===== src/sle_pkg.sv =====
// ----------------------------------------------------------------------------
// sle_pkg
// Shared types and character codes for the serial line editor.
// ----------------------------------------------------------------------------
`default_nettype none

package sle_pkg;

	localparam logic [7:0] CH_SPACE = 8'h20;
	localparam logic [7:0] CH_TILDE = 8'h7E;
	localparam logic [7:0] CH_BS    = 8'h08;
	localparam logic [7:0] CH_CR    = 8'h0D;
	localparam logic [7:0] CH_LF    = 8'h0A;

	localparam logic KIND_ECHO = 1'b0;
	localparam logic KIND_LINE = 1'b1;

	typedef enum logic [1:0] {
		OP_APPEND,
		OP_BS,
		OP_BREAK
	} cmd_op_t;

	typedef struct packed {
		cmd_op_t     op;
		logic [7:0]  data;
	} cmd_t;

	typedef enum logic [1:0] {
		BK_IDLE,
		BK_BS_SP,
		BK_BS_END,
		BK_DUMP
	} back_state_t;

endpackage

`default_nettype wire


===== src/serial_line_editor_echo.sv =====
// ----------------------------------------------------------------------------
// serial_line_editor_echo
// Line editor for a received byte stream: echoes printable bytes and
// backspace, and streams the finished line on cr or lf.
//
//   channel   signals                                 direction
//   input     in_valid, in_ready, rx_byte             request in
//   output    out_valid, out_ready, out_kind,         request out
//             out_byte, out_last
//
// a request yields its results at one per cycle while out_ready is high:
// one result for a printable byte, three for backspace, and for a line end
// an lf echo followed by the stored line (up to LINE_CAPACITY - 1 bytes).
// a two-entry command queue lets input be taken while the back end is
// still busy; a stalled output holds the queue.
// reset clears length, break-pair mark, queue and output valid.
// ----------------------------------------------------------------------------
`default_nettype none

module serial_line_editor_echo import sle_pkg::*; #(
	parameter int LINE_CAPACITY = 32
) (
	input  wire logic       clk,
	input  wire logic       arst_n,
	input  wire logic       in_valid,
	output logic            in_ready,
	input  wire logic [7:0] rx_byte,
	output logic            out_valid,
	input  wire logic       out_ready,
	output logic            out_kind,
	output logic [7:0]      out_byte,
	output logic            out_last
);

	logic f_valid;
	logic f_ready;
	cmd_t f_cmd;
	logic b_valid;
	logic b_ready;
	cmd_t b_cmd;

	sle_front #(
		.LINE_CAPACITY(LINE_CAPACITY)
	) u_front (
		.clk       (clk),
		.arst_n    (arst_n),
		.in_valid  (in_valid),
		.in_ready  (in_ready),
		.rx_byte   (rx_byte),
		.cmd_valid (f_valid),
		.cmd_ready (f_ready),
		.cmd       (f_cmd)
	);

	sle_fifo u_fifo (
		.clk        (clk),
		.arst_n     (arst_n),
		.push_valid (f_valid),
		.push_ready (f_ready),
		.push_cmd   (f_cmd),
		.pop_valid  (b_valid),
		.pop_ready  (b_ready),
		.pop_cmd    (b_cmd)
	);

	sle_back #(
		.LINE_CAPACITY(LINE_CAPACITY)
	) u_back (
		.clk       (clk),
		.arst_n    (arst_n),
		.cmd_valid (b_valid),
		.cmd_ready (b_ready),
		.cmd       (b_cmd),
		.out_valid (out_valid),
		.out_ready (out_ready),
		.out_kind  (out_kind),
		.out_byte  (out_byte),
		.out_last  (out_last)
	);

endmodule

`default_nettype wire


===== src/sle_front.sv =====
// ----------------------------------------------------------------------------
// sle_front
// Accepts received bytes, tracks line length and the break-pair mark, and
// turns each byte that has an effect into a command for the back end.
// ----------------------------------------------------------------------------
`default_nettype none

module sle_front import sle_pkg::*; #(
	parameter int LINE_CAPACITY = 32
) (
	input  wire logic       clk,
	input  wire logic       arst_n,
	input  wire logic       in_valid,
	output logic            in_ready,
	input  wire logic [7:0] rx_byte,
	output logic            cmd_valid,
	input  wire logic       cmd_ready,
	output cmd_t            cmd
);

	localparam int DEPTH = LINE_CAPACITY - 1;
	localparam int LEN_W = $clog2(LINE_CAPACITY);

	logic [LEN_W-1:0] len_q;
	logic             swallow_q;
	logic             fire;
	logic             is_break;
	logic             is_bs;
	logic             is_print;
	logic             has_room;
	logic             not_empty;

	assign in_ready  = cmd_ready;
	assign fire      = in_valid && in_ready;

	always_comb begin
		is_break  = (rx_byte == CH_CR) || (rx_byte == CH_LF);
		is_bs     = (rx_byte == CH_BS);
		is_print  = (rx_byte >= CH_SPACE) && (rx_byte <= CH_TILDE);
		has_room  = (len_q < LEN_W'(DEPTH));
		not_empty = (len_q != '0);

		cmd.data = rx_byte;
		if (is_break) begin
			cmd.op = OP_BREAK;
		end else if (is_bs) begin
			cmd.op = OP_BS;
		end else begin
			cmd.op = OP_APPEND;
		end

		cmd_valid = in_valid && ((is_break && !swallow_q) || (is_bs && not_empty) ||
			(is_print && has_room));
	end

	always_ff @(posedge clk or negedge arst_n) begin
		if (!arst_n) begin
			len_q     <= '0;
			swallow_q <= 1'b0;
		end else if (fire) begin
			if (is_break) begin
				// second half of a cr/lf pair is dropped
				swallow_q <= !swallow_q;
				if (!swallow_q) begin
					len_q <= '0;
				end
			end else begin
				swallow_q <= 1'b0;
				if (is_bs && not_empty) begin
					len_q <= len_q - LEN_W'(1);
				end else if (is_print && has_room) begin
					len_q <= len_q + LEN_W'(1);
				end
			end
		end
	end

endmodule

`default_nettype wire


===== src/sle_fifo.sv =====
// ----------------------------------------------------------------------------
// sle_fifo
// Two-entry command queue between the front and back ends.
// ----------------------------------------------------------------------------
`default_nettype none

module sle_fifo import sle_pkg::*; (
	input  wire logic clk,
	input  wire logic arst_n,
	input  wire logic push_valid,
	output logic      push_ready,
	input  wire cmd_t push_cmd,
	output logic      pop_valid,
	input  wire logic pop_ready,
	output cmd_t      pop_cmd
);

	cmd_t       ent_q [2];
	logic       wr_ptr_q;
	logic       rd_ptr_q;
	logic [1:0] cnt_q;
	logic       do_push;
	logic       do_pop;

	assign push_ready = (cnt_q != 2'd2);
	assign pop_valid  = (cnt_q != 2'd0);
	assign pop_cmd    = ent_q[rd_ptr_q];
	assign do_push    = push_valid && push_ready;
	assign do_pop     = pop_valid && pop_ready;

	always_ff @(posedge clk) begin
		if (do_push) begin
			ent_q[wr_ptr_q] <= push_cmd;
		end
	end

	always_ff @(posedge clk or negedge arst_n) begin
		if (!arst_n) begin
			wr_ptr_q <= 1'b0;
			rd_ptr_q <= 1'b0;
			cnt_q    <= 2'd0;
		end else begin
			if (do_push) begin
				wr_ptr_q <= !wr_ptr_q;
			end
			if (do_pop) begin
				rd_ptr_q <= !rd_ptr_q;
			end
			if (do_push && !do_pop) begin
				cnt_q <= cnt_q + 2'd1;
			end else if (do_pop && !do_push) begin
				cnt_q <= cnt_q - 2'd1;
			end
		end
	end

endmodule

`default_nettype wire


===== src/sle_back.sv =====
// ----------------------------------------------------------------------------
// sle_back
// Carries out queued commands: holds the line store, produces echo bytes and
// streams the stored line on a line end, one result per cycle unless stalled.
// ----------------------------------------------------------------------------
`default_nettype none

module sle_back import sle_pkg::*; #(
	parameter int LINE_CAPACITY = 32
) (
	input  wire logic       clk,
	input  wire logic       arst_n,
	input  wire logic       cmd_valid,
	output logic            cmd_ready,
	input  wire cmd_t       cmd,
	output logic            out_valid,
	input  wire logic       out_ready,
	output logic            out_kind,
	output logic [7:0]      out_byte,
	output logic            out_last
);

	localparam int DEPTH = LINE_CAPACITY - 1;
	localparam int LEN_W = $clog2(LINE_CAPACITY);

	logic [7:0]       mem [DEPTH];
	logic [7:0]       rdata_q;

	back_state_t      st_q;
	back_state_t      st_d;
	logic [LEN_W-1:0] blen_q;
	logic [LEN_W-1:0] idx_q;
	logic [LEN_W-1:0] dump_len_q;
	logic [LEN_W-1:0] rd_addr;
	logic             slot_free;
	logic             dump_end;
	logic             emit;
	logic             emit_kind;
	logic [7:0]       emit_byte;
	logic             emit_last;
	logic             mem_we;
	logic             start_dump;

	logic             out_valid_q;
	logic             out_kind_q;
	logic [7:0]       out_byte_q;
	logic             out_last_q;

	assign slot_free = !out_valid_q || out_ready;
	assign dump_end  = ((idx_q + LEN_W'(1)) == dump_len_q);

	// next state
	always_comb begin
		st_d = st_q;
		case (st_q)
			BK_IDLE: begin
				if (cmd_valid && slot_free) begin
					case (cmd.op)
						OP_BS: begin
							st_d = BK_BS_SP;
						end
						OP_BREAK: begin
							if (blen_q != '0) begin
								st_d = BK_DUMP;
							end
						end
						default: begin
						end
					endcase
				end
			end
			BK_BS_SP: begin
				if (slot_free) begin
					st_d = BK_BS_END;
				end
			end
			BK_BS_END: begin
				if (slot_free) begin
					st_d = BK_IDLE;
				end
			end
			BK_DUMP: begin
				if (slot_free && dump_end) begin
					st_d = BK_IDLE;
				end
			end
			default: begin
				st_d = BK_IDLE;
			end
		endcase
	end

	// outputs
	always_comb begin
		cmd_ready  = 1'b0;
		emit       = 1'b0;
		emit_kind  = KIND_ECHO;
		emit_byte  = cmd.data;
		emit_last  = 1'b0;
		mem_we     = 1'b0;
		start_dump = 1'b0;
		rd_addr    = idx_q;
		case (st_q)
			BK_IDLE: begin
				cmd_ready = slot_free;
				if (cmd_valid && slot_free) begin
					emit = 1'b1;
					case (cmd.op)
						OP_APPEND: begin
							mem_we    = 1'b1;
							emit_last = 1'b1;
						end
						OP_BS: begin
							emit_byte = CH_BS;
						end
						OP_BREAK: begin
							emit_byte  = CH_LF;
							emit_last  = (blen_q == '0);
							start_dump = 1'b1;
							rd_addr    = '0;
						end
						default: begin
						end
					endcase
				end
			end
			BK_BS_SP: begin
				emit      = slot_free;
				emit_byte = CH_SPACE;
			end
			BK_BS_END: begin
				emit      = slot_free;
				emit_byte = CH_BS;
				emit_last = 1'b1;
			end
			BK_DUMP: begin
				emit      = slot_free;
				emit_kind = KIND_LINE;
				emit_byte = rdata_q;
				emit_last = dump_end;
				// prefetch the next character while this one goes out
				if (slot_free && !dump_end) begin
					rd_addr = idx_q + LEN_W'(1);
				end
			end
			default: begin
			end
		endcase
	end

	always_ff @(posedge clk) begin
		if (mem_we) begin
			mem[blen_q] <= cmd.data;
		end
	end

	always_ff @(posedge clk) begin
		rdata_q <= mem[rd_addr];
	end

	always_ff @(posedge clk) begin
		if (emit) begin
			out_kind_q <= emit_kind;
			out_byte_q <= emit_byte;
			out_last_q <= emit_last;
		end
	end

	always_ff @(posedge clk or negedge arst_n) begin
		if (!arst_n) begin
			st_q        <= BK_IDLE;
			blen_q      <= '0;
			idx_q       <= '0;
			dump_len_q  <= '0;
			out_valid_q <= 1'b0;
		end else begin
			st_q <= st_d;
			if (emit) begin
				out_valid_q <= 1'b1;
			end else if (out_ready) begin
				out_valid_q <= 1'b0;
			end
			if (cmd_valid && cmd_ready) begin
				case (cmd.op)
					OP_APPEND: begin
						blen_q <= blen_q + LEN_W'(1);
					end
					OP_BS: begin
						blen_q <= blen_q - LEN_W'(1);
					end
					OP_BREAK: begin
						blen_q <= '0;
					end
					default: begin
					end
				endcase
			end
			if (start_dump) begin
				dump_len_q <= blen_q;
				idx_q      <= '0;
			end else if (st_q == BK_DUMP && emit) begin
				idx_q <= idx_q + LEN_W'(1);
			end
		end
	end

	assign out_valid = out_valid_q;
	assign out_kind  = out_kind_q;
	assign out_byte  = out_byte_q;
	assign out_last  = out_last_q;

endmodule

`default_nettype wire


===== config.mk =====
export PLATFORM = sky130hd
export DESIGN_NAME = serial_line_editor_echo
export DESIGN_NICKNAME = d
export VERILOG_FILES = /design/src/sle_pkg.sv /design/src/serial_line_editor_echo.sv /design/src/sle_front.sv /design/src/sle_fifo.sv /design/src/sle_back.sv
export SDC_FILE = /design/constraint.sdc
export NUM_CORES = 1
export LEC_CHECK = 0
export BUFFER_PORTS_ARGS = -buffer_cell sky130_fd_sc_hd__buf_2
export CAP_MARGIN = 20
export CORE_UTILIZATION = 59
export CTS_BUF_LIST = sky130_fd_sc_hd__clkbuf_2 sky130_fd_sc_hd__clkbuf_4 sky130_fd_sc_hd__clkbuf_8
export CTS_CLUSTER_DIAMETER = 30
export CTS_CLUSTER_SIZE = 28
export DETAILED_ROUTE_END_ITERATION = 8
export GPL_TIMING_DRIVEN = 0
export HOLD_SLACK_MARGIN = 0.12
export PLACE_DENSITY_LB_ADDON = 0.05
export SKIP_CTS_REPAIR_TIMING = 1
export SYNTH_ARGS = -nofsm -noshare
export SYNTH_HDL_FRONTEND = slang
export SYNTH_SLANG_ARGS = --single-unit

===== constraint.sdc =====
create_clock -name clk -period 4 [get_ports clk]
set_clock_uncertainty 0.15 [all_clocks]
set_input_delay 0.6 -clock clk [delete_from_list [all_inputs] [get_ports clk]]
set_output_delay 0.6 -clock clk [all_outputs]
set_load 0.03 [all_outputs]

==> results.toml, run 1 <==
[synthesis]
synthArstFlopShare_pct = 8.92
yosys.area_share.simple_pct = 6.26
synthXorXnorAreaFrac_pct = 1.57
synth_area_sq_um = 13200
yosys_warnings = 0
synth_ff_type = "edfxtp_1"
synth_compound_area_share_pct = 5.26
syn_avg_cell_area_sq_um = 16.7
synth_edf_count = 278
ys_types = 61
yosys.area_share.adder_pct = 1.92
syn_nets = 822
ys_seq_area_share_pct = 69.8
syn_inst = 791
yosys-mux-area-fraction_pct = 13.1
synth_top_family_by_area = "multiplexers"
synth-seq-cells = 314

[hold_path]
min_delay_path_depth = 1
hold_class = "input pin to flip-flop"

[layout]
fillers = 1433
fin_nets = 936
multi_input_area_sq_um = 3850
antennaDiodeCount = 0
synthToLayoutAreaGrowth_pct = 17.3
drive_above_1_share_pct = 28.4
fin_util_pct = 70.7
seq_area_sq_um = 9210
design_area_sq_um = 15500

[routing]
wl_microns = 28100
ant_nets = 0
vias = 7460
dr.pass1.iters = 5
drc_errors = 0
via_per_inst = 6.05
drtIter0Drc = 637
wl_per_cell_microns = 22.8

[die]
ios = 24
dieArea_sq_um = 23000
coreArea_sq_um = 21900
die_w_microns = 152
num_rows = 54
start_util_pct = 60.3
die_height_microns = 152

[timing]
max-slew-margin-rel_pct = 36.7
period_needed_ns = 3.94
hold_violations = 0
slew_viol_final = 0
max_freq_ghz = 0.254
tightest_slew_ns = 0.947
period_share_pct = 98.6
setup_viol = 0
fin_tns_setup_ns = 0

[critical_path]
cp_data_arrival_time_ns = 4.26
end_kind = "flip-flop"
crit_path_start_kind = "flip-flop"
critPathRequiredTime_ns = 4.31
worstRegToRegCells = 14
criticalPathCategory = "flip-flop to flip-flop"
path_max_fanout = 8

[clock_network]
clock_tree.root_cell = "clkbuf_8"
h-tree-depth = 2
clk_latency_ns = 0.59
cts_buffers = 57
cts_tree = "yes"
clk_path_buf_depth = 3
cts_sinks = 314
clk_pin_slew_ns = 0.06

[power_and_ir_drop]
p_switching_uw = 3980
leakage_uw = 0.00550
total_power_uw = 11800
p_int_uw = 7830
p_clk_share_pct = 28.7
seq_power_share_pct = 35.9
combinationalPowerShare_pct = 35.3
switching_share_pct = 33.7
powerDensity_nw_per_um2 = 763
ir_drop_mv = 0.610

[placed_design]
io_buffers = 23
hpwlAfterDp_microns = 17600
dpl-instance-area_sq_um = 13700
place.gp.congestion = 0.950

[global_route]
grt_max_degree = 33
antenna_found_initial = 0
grt_overflow = 0
track_usage_pct = 24.7
grt_pass1_wl_microns = 41400
grt_pass1_vias = 7290

[flow_run]
drv_cap = 0

[outcome]
status = "finished, final reports clean"
## per-layer routing
metal	GRT usage, %	share of wire [%]	vias to the layer above
met5	0	0	-
met4	7.77	2.2	0
met3	4.52	6.3	47
met2	40.3	49	314
met1	34.2	43	3767
li1	-	-	3332
## final cells by class
cell class	count	area share (%)
plain buffers	33	1.79
clock buffers	61	5.35
clock inverters	46	3.19
inverters	11	0.267
multi-input cells	432	24.9
flip-flops and latches	314	59.5
well taps	280	2.26
repair buffers	56	2.69
## cell usage in the layout, fill, tap and decap left out, types with 8 or more instances in the layout
master	n
buf_2	32
mux2_2	23
nor2_1	69
dfxtp_1	8
clkbuf_8	59
ha_1	16
clkinv_2	8
mux4_2	28
buf_4	23
dfrtp_1	28
clkinvlp_4	9
dlygate4sd3_1	8
nand3_1	15
mux2i_1	60
inv_6	11
edfxtp_1	278
a22o_1	8
xnor2_1	13
xor2_1	8
inv_1	9
nand2_1	40
a21oi_1	24
## power groups by stage
stage                     Combinational [uW]  Sequential [uW]  Clock [uW]
after global placement                  3480             4280           0
after CTS                               3580             4230        3420
after floorplan                         2450             4350           0
final                                   4170             4240        3390
after detailed placement                3570             4300           0
after global routing                    4440             4260        3580
## state kept, by name (all words and copies together) (netlist names), 5 cells and up
| register | count |
|---|---|
| u_front.len_q | 5 |
| u_back.mem | 248 |
| u_back.rdata_q | 8 |
| u_back.dump_len_q | 5 |
| u_back.idx_q | 5 |
| u_back.out_byte | 8 |
| u_fifo.ent_q | 20 |
| u_back.blen_q | 5 |
## cell families (layout without fill, tap and decap cells)
| family | Yosys count | in the layout |
|---|---|---|
| XOR/XNOR | 22 | 22 |
| buffers and inverters | 45 | 207 |
| AND/OR/NAND/NOR | 176 | 176 |
| flip-flops | 314 | 314 |
| multiplexers | 120 | 120 |
| adder cells (fa/ha/maj) | 19 | 19 |
| AO/OA/AOI/OAI | 95 | 95 |
## metrics by stage
stage	cells	setup slack, ns	hold slack [ns]
final	1233	0.0565	0.141
after global routing	1233	-0.0294	0.117
after CTS	1202	-1.08	-0.110
after detailed placement	1095	-1.05	0.340
after global placement	1094	-0.993	0.311
after floorplan	791	0.0377	0.154
## synth_stat cells, types with 10 or more instances
cell type | count | area [sq um]
a21oi_1 | 24 | 120
a22oi_1 | 11 | 82.6
buf_2 | 12 | 60.1
clkbuf_1 | 10 | 37.5
dfrtp_1 | 28 | 701
edfxtp_1 | 278 | 8350
ha_1 | 17 | 213
inv_1 | 11 | 41.3
mux2_2 | 24 | 270
mux2i_1 | 61 | 611
mux4_1 | 16 | 420
mux4_2 | 19 | 428
nand2_1 | 43 | 161
nand3_1 | 15 | 75.1
nor2_1 | 69 | 259
xnor2_1 | 13 | 114
## worst paths after layout
path                                 startpoint                  to  slack [ns]
worst max-delay path            u_fifo.rd_ptr_q   u_back.rdata_q[2]        0.06
worst min-delay path                 rx_byte[0]  u_fifo.ent_q[0][0]        0.14
worst max register to register  u_fifo.rd_ptr_q   u_back.rdata_q[2]        0.06
worst min register to register  u_fifo.wr_ptr_q     u_fifo.wr_ptr_q        0.35
max in group asynchronous                arst_n    u_back.blen_q[0]        2.83
min in group asynchronous                arst_n    u_front.len_q[1]        0.44
## critical path, stage by stage (launching register included)
cell       delay [ns]
dfrtp_1          0.41
mux2_4           0.34
inv_2            0.08
ha_1             0.16
buf_6            0.12
inv_2            0.05
o31a_1           0.30
o31a_1           0.27
a2111oi_4        0.20
buf_6            0.21
buf_4            0.13
mux4_1           0.54
a22oi_2          0.27
o2111ai_2        0.20
or3_4            0.39
(Power assumes the default switching activity.)
==> run 2: changes to the inputs <==
- CELL_PAD_IN_SITES_DETAIL_PLACEMENT: unset -> 1
- CELL_PAD_IN_SITES_GLOBAL_PLACEMENT: unset -> 1
- CORE_ASPECT_RATIO: unset -> 0.8
- CORE_UTILIZATION: 59 -> 51
==> results.toml, run 2 (synthesized netlist as in run 1, its figures left out) <==
[die]
num_rows = 52
start_util_pct = 52.0
die_height_microns = 146
dieArea_sq_um = 26500
ios = 24
coreArea_sq_um = 25400
die_w_microns = 182

[timing]
setup_slack_ns = 0.0764
max-slew-margin-rel_pct = 31.4
period_needed_ns = 3.92
max_freq_ghz = 0.255
fin_tns_setup_ns = 0
whs_ns = 0.203
hold_violations = 0
tightest_slew_ns = 1.03
period_share_pct = 98.1
setup_viol = 0
slew_viol_final = 0

[layout]
design_area_sq_um = 15500
final_cell_mix = "edfxtp_1, nor2_1, mux2i_1"
fin_cells = 1267
regMostFlops = "u_back.mem"
fin_nets = 928
top_regs = "u_back.mem: 248 flops, u_fifo.ent_q: 20 flops"
synthToLayoutAreaGrowth_pct = 17.3
largest_reg_flops = 248
drive_above_1_share_pct = 27.8
final_common_cell = "edfxtp_1"

[placed_design]
place.gp.congestion = 0.829
hpwlAfterDp_microns = 20000
place_ws_ns = -1.20
io_buffers = 23
dpl-instance-area_sq_um = 13700
dpl.cell_count = 1139

[global_route]
grt_overflow = 0
grt_pass1_vias = 7888
antenna_found_initial = 1
grt_max_degree = 33
track_usage_pct = 24.3
grt_pass1_wl_microns = 47100

[power_and_ir_drop]
p_clk_share_pct = 27.4
leakage_uw = 0.00543
seq_power_share_pct = 35.9
ir_drop_mv = 0.438
p_int_uw = 7760
p_switching_uw = 4060
combinationalPowerShare_pct = 36.7
powerDensity_nw_per_um2 = 764
switching_share_pct = 34.3

[critical_path]
critPathRequiredTime_ns = 4.32
criticalPathCategory = "flip-flop to flip-flop"
crit_path_start_kind = "flip-flop"
cp_data_arrival_time_ns = 4.24
critical_path.top_delay_family = "compound AO/OA/AOI/OAI gates"
max_stage_delay_ns = 0.56
worstPathCellList = "mux2_4, inv_4, ha_4, buf_6, inv_4, o31a_1, o31a_1, a2111oi_4, buf_6, buf_12, mux4_2, a22oi_2, o2111ai_4, or3_4"
crit_buf_inv = 5
slowest_stage = "mux4_2"
end_kind = "flip-flop"
path_max_fanout = 5

[clock_network]
cts_buffers = 53
cts_tree = "yes"
h-tree-depth = 2
clk_latency_ns = 0.59
clock_tree.root_cell = "clkbuf_8"
clk_pin_slew_ns = 0.07
clk_path_buf_depth = 3
cts_sinks = 314

[outcome]
status = "finished, final reports clean"

[routing]
wl_microns = 31700
dr.pass1.iters = 5
drc_errors = 0
ant_nets = 0
drtIter0Drc = 550
via_per_inst = 5.88
vias = 7445
wl_per_cell_microns = 25.0

[hold_path]
hold_class = "input pin to flip-flop"

[flow_run]
drv_cap = 0
## run 2: cell types whose count changed in the layout (fill, tap and decap cells not counted), sizes merged
cell	previous run	this run
clkinv	16	17
dlygate4sd3	8	9
diode	0	1
inv	26	17
clkbuf	72	74
buf	70	64
## run 2: power by group through the flow
stage | registers [uW] | logic, uW | clock network (uW)
2_1_floorplan | 4350 | 2450 | 0
3_3_place_gp | 4280 | 3570 | 0
3_5_place_dp | 4300 | 3690 | 0
4_1_cts | 4240 | 3710 | 3280
5_1_grt | 4270 | 4630 | 3420
6_report | 4240 | 4340 | 3240
## run 2: path summary, 6_finish.rpt
kind / start / end / slack [ns] / cells after the start
setup / recovery: u_fifo.rd_ptr_q / u_back.rdata_q[0] / 0.08 / 14
hold / removal: in_valid / u_front.swallow_q / 0.20 / 3
setup reg to reg: u_fifo.rd_ptr_q / u_back.rdata_q[0] / 0.08 / 14
hold reg to reg: u_front.swallow_q / u_front.swallow_q / 0.34 / 1
max in group asynchronous: arst_n / u_back.st_q[1] / 2.83 / 2
min in group asynchronous: arst_n / u_front.swallow_q / 0.44 / 2
## run 2: area by class of cell
class,count,area [sq um]
diodes,1,2.50
plain buffers,33,282
clock buffers,62,810
clock inverters,38,417
fillers,2281,9900
inverters,11,46.3
multi-input cells,432,3910
flip-flops and latches,314,9210
well taps,324,405
repair buffers,52,393
## run 2: layer usage
layer,vias up,share of wire [%],global-route usage (%)
met5,-,0,0
met4,0,2.2,7.88
met3,59,4.8,3.80
met2,201,47,38.7
met1,3856,46,34.5
li1,3329,-,-
## run 2: per-stage QoR
step | util, % | power [uW]
floorplan | - | 6810
global placement | 54.0 | 7850
detailed placement | 54.1 | 7990
CTS | 58.9 | 11200
global route | 61.0 | 12300
finish | 61.0 | 11800
## run 2: worst reg2reg max path, delay by kind of cell (launching register included)
family                   cells  cell delay [ns]
AO/OA/AOI/OAI                5             1.19
multiplexers                 2             0.91
buffers and inverters        5             0.58
AND/OR/NAND/NOR              1             0.45
flip-flops                   1             0.41
adder cells (fa/ha/maj)      1             0.12
==> run 3: changes to the inputs <==
- ABC_AREA: unset -> 1
- BUFFER_PORTS_ARGS: -buffer_cell sky130_fd_sc_hd__buf_2 -> -buffer_cell sky130_fd_sc_hd__buf_4
- CORE_UTILIZATION: 51 -> 47
- SKIP_LAST_GASP: unset -> 1
==> results.toml, run 3 <==
[synthesis]
yosysTopAreaCellShare_pct = 58.3
yosys.area.top_type = "edfxtp_1"
yosys_warnings = 0
syn_nets = 1402
synth_area_sq_um = 14300
ys_top_cells_by_count = "nand3_1, nand2_1, edfxtp_1"
ys_types = 43
synthArstFlopShare_pct = 8.92
synth_edf_count = 278
syn_inst = 1371
ys_seq_area_share_pct = 64.3
syn_avg_cell_area_sq_um = 10.4
synth-seq-cells = 314
synth.most_common_cell = "nand3_1"
synthTopCellsByArea = "edfxtp_1, nand3_1, nand2_1"
synth_ff_type = "edfxtp_1"

[critical_path]
path_max_fanout = 10
criticalPathCategory = "flip-flop to flip-flop"
critPathRequiredTime_ns = 4.12
slowest_stage = "nor2_2"
path_common_cell = "inv_1"
crit_path_start_kind = "flip-flop"
cp_data_arrival_time_ns = 4.14
max_stage_delay_ns = 0.53
worstPathCellList = "inv_1, ha_1, clkbuf_1, inv_1, nor2_1, inv_1, nor3_1, nand3_1, nor2_2"
end_kind = "flip-flop"

[layout]
synthToLayoutAreaGrowth_pct = 17.1
top_regs = "u_back.mem: 248 flops, u_fifo.ent_q: 20 flops"
fillers = 3257
largest_reg_flops = 248
final_common_cell = "nand3_1"
antennaDiodeCount = 0
fin_nets = 1503
final_cell_mix = "nand3_1, nand2_1, edfxtp_1"
regMostFlops = "u_back.mem"
drive_above_1_share_pct = 15.3

[die]
coreArea_sq_um = 29600
die_height_microns = 158
ios = 24
dieArea_sq_um = 31200
start_util_pct = 48.3
die_w_microns = 197
num_rows = 56

[clock_network]
clock_tree.root_cell = "clkbuf_8"
h-tree-depth = 2
clk_latency_ns = 0.63
clk_path_buf_depth = 3
clk_pin_slew_ns = 0.06
cts_sinks = 314
cts_tree = "yes"
cts_buffers = 61

[timing]
period_needed_ns = 4.02
setup_viol = 21
max-slew-margin-rel_pct = 27.4
rsz0062_at_grt = "true"
max_freq_ghz = 0.249
hold_violations = 0
fin_tns_setup_ns = -0.347
period_share_pct = 101
whs_ns = 0.299
slew_viol_final = 0
setup_slack_ns = -0.0225
tightest_slew_ns = 1.09

[routing]
drc_errors = 0
wl_microns = 42700
ant_nets = 0
vias = 10500
dr.pass1.iters = 5
via_per_inst = 5.46
wl_per_cell_microns = 22.1
drtIter0Drc = 888

[global_route]
grt_overflow = 0
grt_pass1_vias = 10600
grt_pass1_wl_microns = 63200
track_usage_pct = 27.9
grt_max_degree = 33
antenna_found_initial = 1

[outcome]
violations = "negative setup slack"
status = "finished with violations"

[placed_design]
place_ws_ns = -0.592
hpwlAfterDp_microns = 29100
place.gp.congestion = 0.857
io_buffers = 23

[hold_path]
hold_class = "input pin to async pin"

[flow_run]
drv_cap = 0
[run 3: cell types whose count changed in the layout (fill, tap and decap cells not counted), sizes merged, moves of 16 or more]
| cell | before | now |
|---|---|---|
| nand3 | 15 | 302 |
| nand2 | 43 | 289 |
| inv | 17 | 179 |
| mux2i | 61 | 0 |
| mux4 | 35 | 0 |
| nand3b | 2 | 33 |
| o21ai | 8 | 36 |
| mux2 | 24 | 2 |
| clkbuf | 74 | 90 |
[run 3: cell type report]
class | instances | area, sq um | share of cell area [%]
Sequential cell | 314 | 9210 | 54.9
Multi-Input combinational cell | 813 | 4170 | 24.9
Clock buffer | 68 | 892 | 5.32
Inverter | 174 | 653 | 3.90
Clock inverter | 48 | 517 | 3.08
Tap cell | 406 | 508 | 3.03
Timing Repair Buffer | 39 | 435 | 2.60
Buffer | 69 | 379 | 2.26
[run 3: critical path, delay by kind of cell, from the launching register on]
| kind | cells | cell delay, ns |
|---|---|---|
| and+or+nand+nor | 4 | 1.93 |
| buffers and inverters | 4 | 0.94 |
| DFF | 1 | 0.42 |
| adders and majority gates | 1 | 0.22 |
[run 3: cells by family (layout without fill, tap and decap cells)]
family	Yosys count	count (layout)	share of synthesized area (%)
AOI/OAI and AO/OA	82	82	3.49
muxes	2	2	0.157
buffers and inverters	244	398	7.21
adders and majority gates	19	19	1.77
and+or+nand+nor	700	700	22.4
DFF	314	314	64.3
xor gates and xnor gates	10	10	0.612
[run 3: final timing paths]
kind	slack, ns	end	cells after the start	startpoint
min reg2reg	0.35	u_front.len_q[4]	2	u_front.len_q[4]
min	0.30	u_front.len_q[3]	2	arst_n
max in group asynchronous	3.09	u_back.blen_q[1]	2	arst_n
min in group clk	0.32	u_back.out_valid	4	out_ready
max	-0.02	u_back.mem[22][7]	9	u_back.st_q[0]
max reg2reg	-0.02	u_back.mem[22][7]	9	u_back.st_q[0]
[run 3: through the flow]
step           util (%)  instance area, sq um  instances
2_1_floorplan         -                 14300       1371
3_3_place_gp       50.6                 15000       1800
3_5_place_dp       51.1                 15200       1806
4_1_cts            55.9                 16600       1922
5_1_grt            56.6                 16800       1931
6_report           56.6                 16800       1931
[run 3: routing by layer]
| layer | vias to the layer above | global-route usage, % | wire length [microns] |
|---|---|---|---|
| met5 | - | 0 | 0 |
| met4 | 0 | 6.72 | 645 |
| met3 | 55 | 4.52 | 2640 |
| met2 | 296 | 43.5 | 19100 |
| met1 | 5288 | 40.8 | 20300 |
| li1 | 4908 | - | - |
Power of run 3 is left out: the tool's default activity adds up to more than one toggle a clock period on the data nets, which glitch-free logic cannot reach.
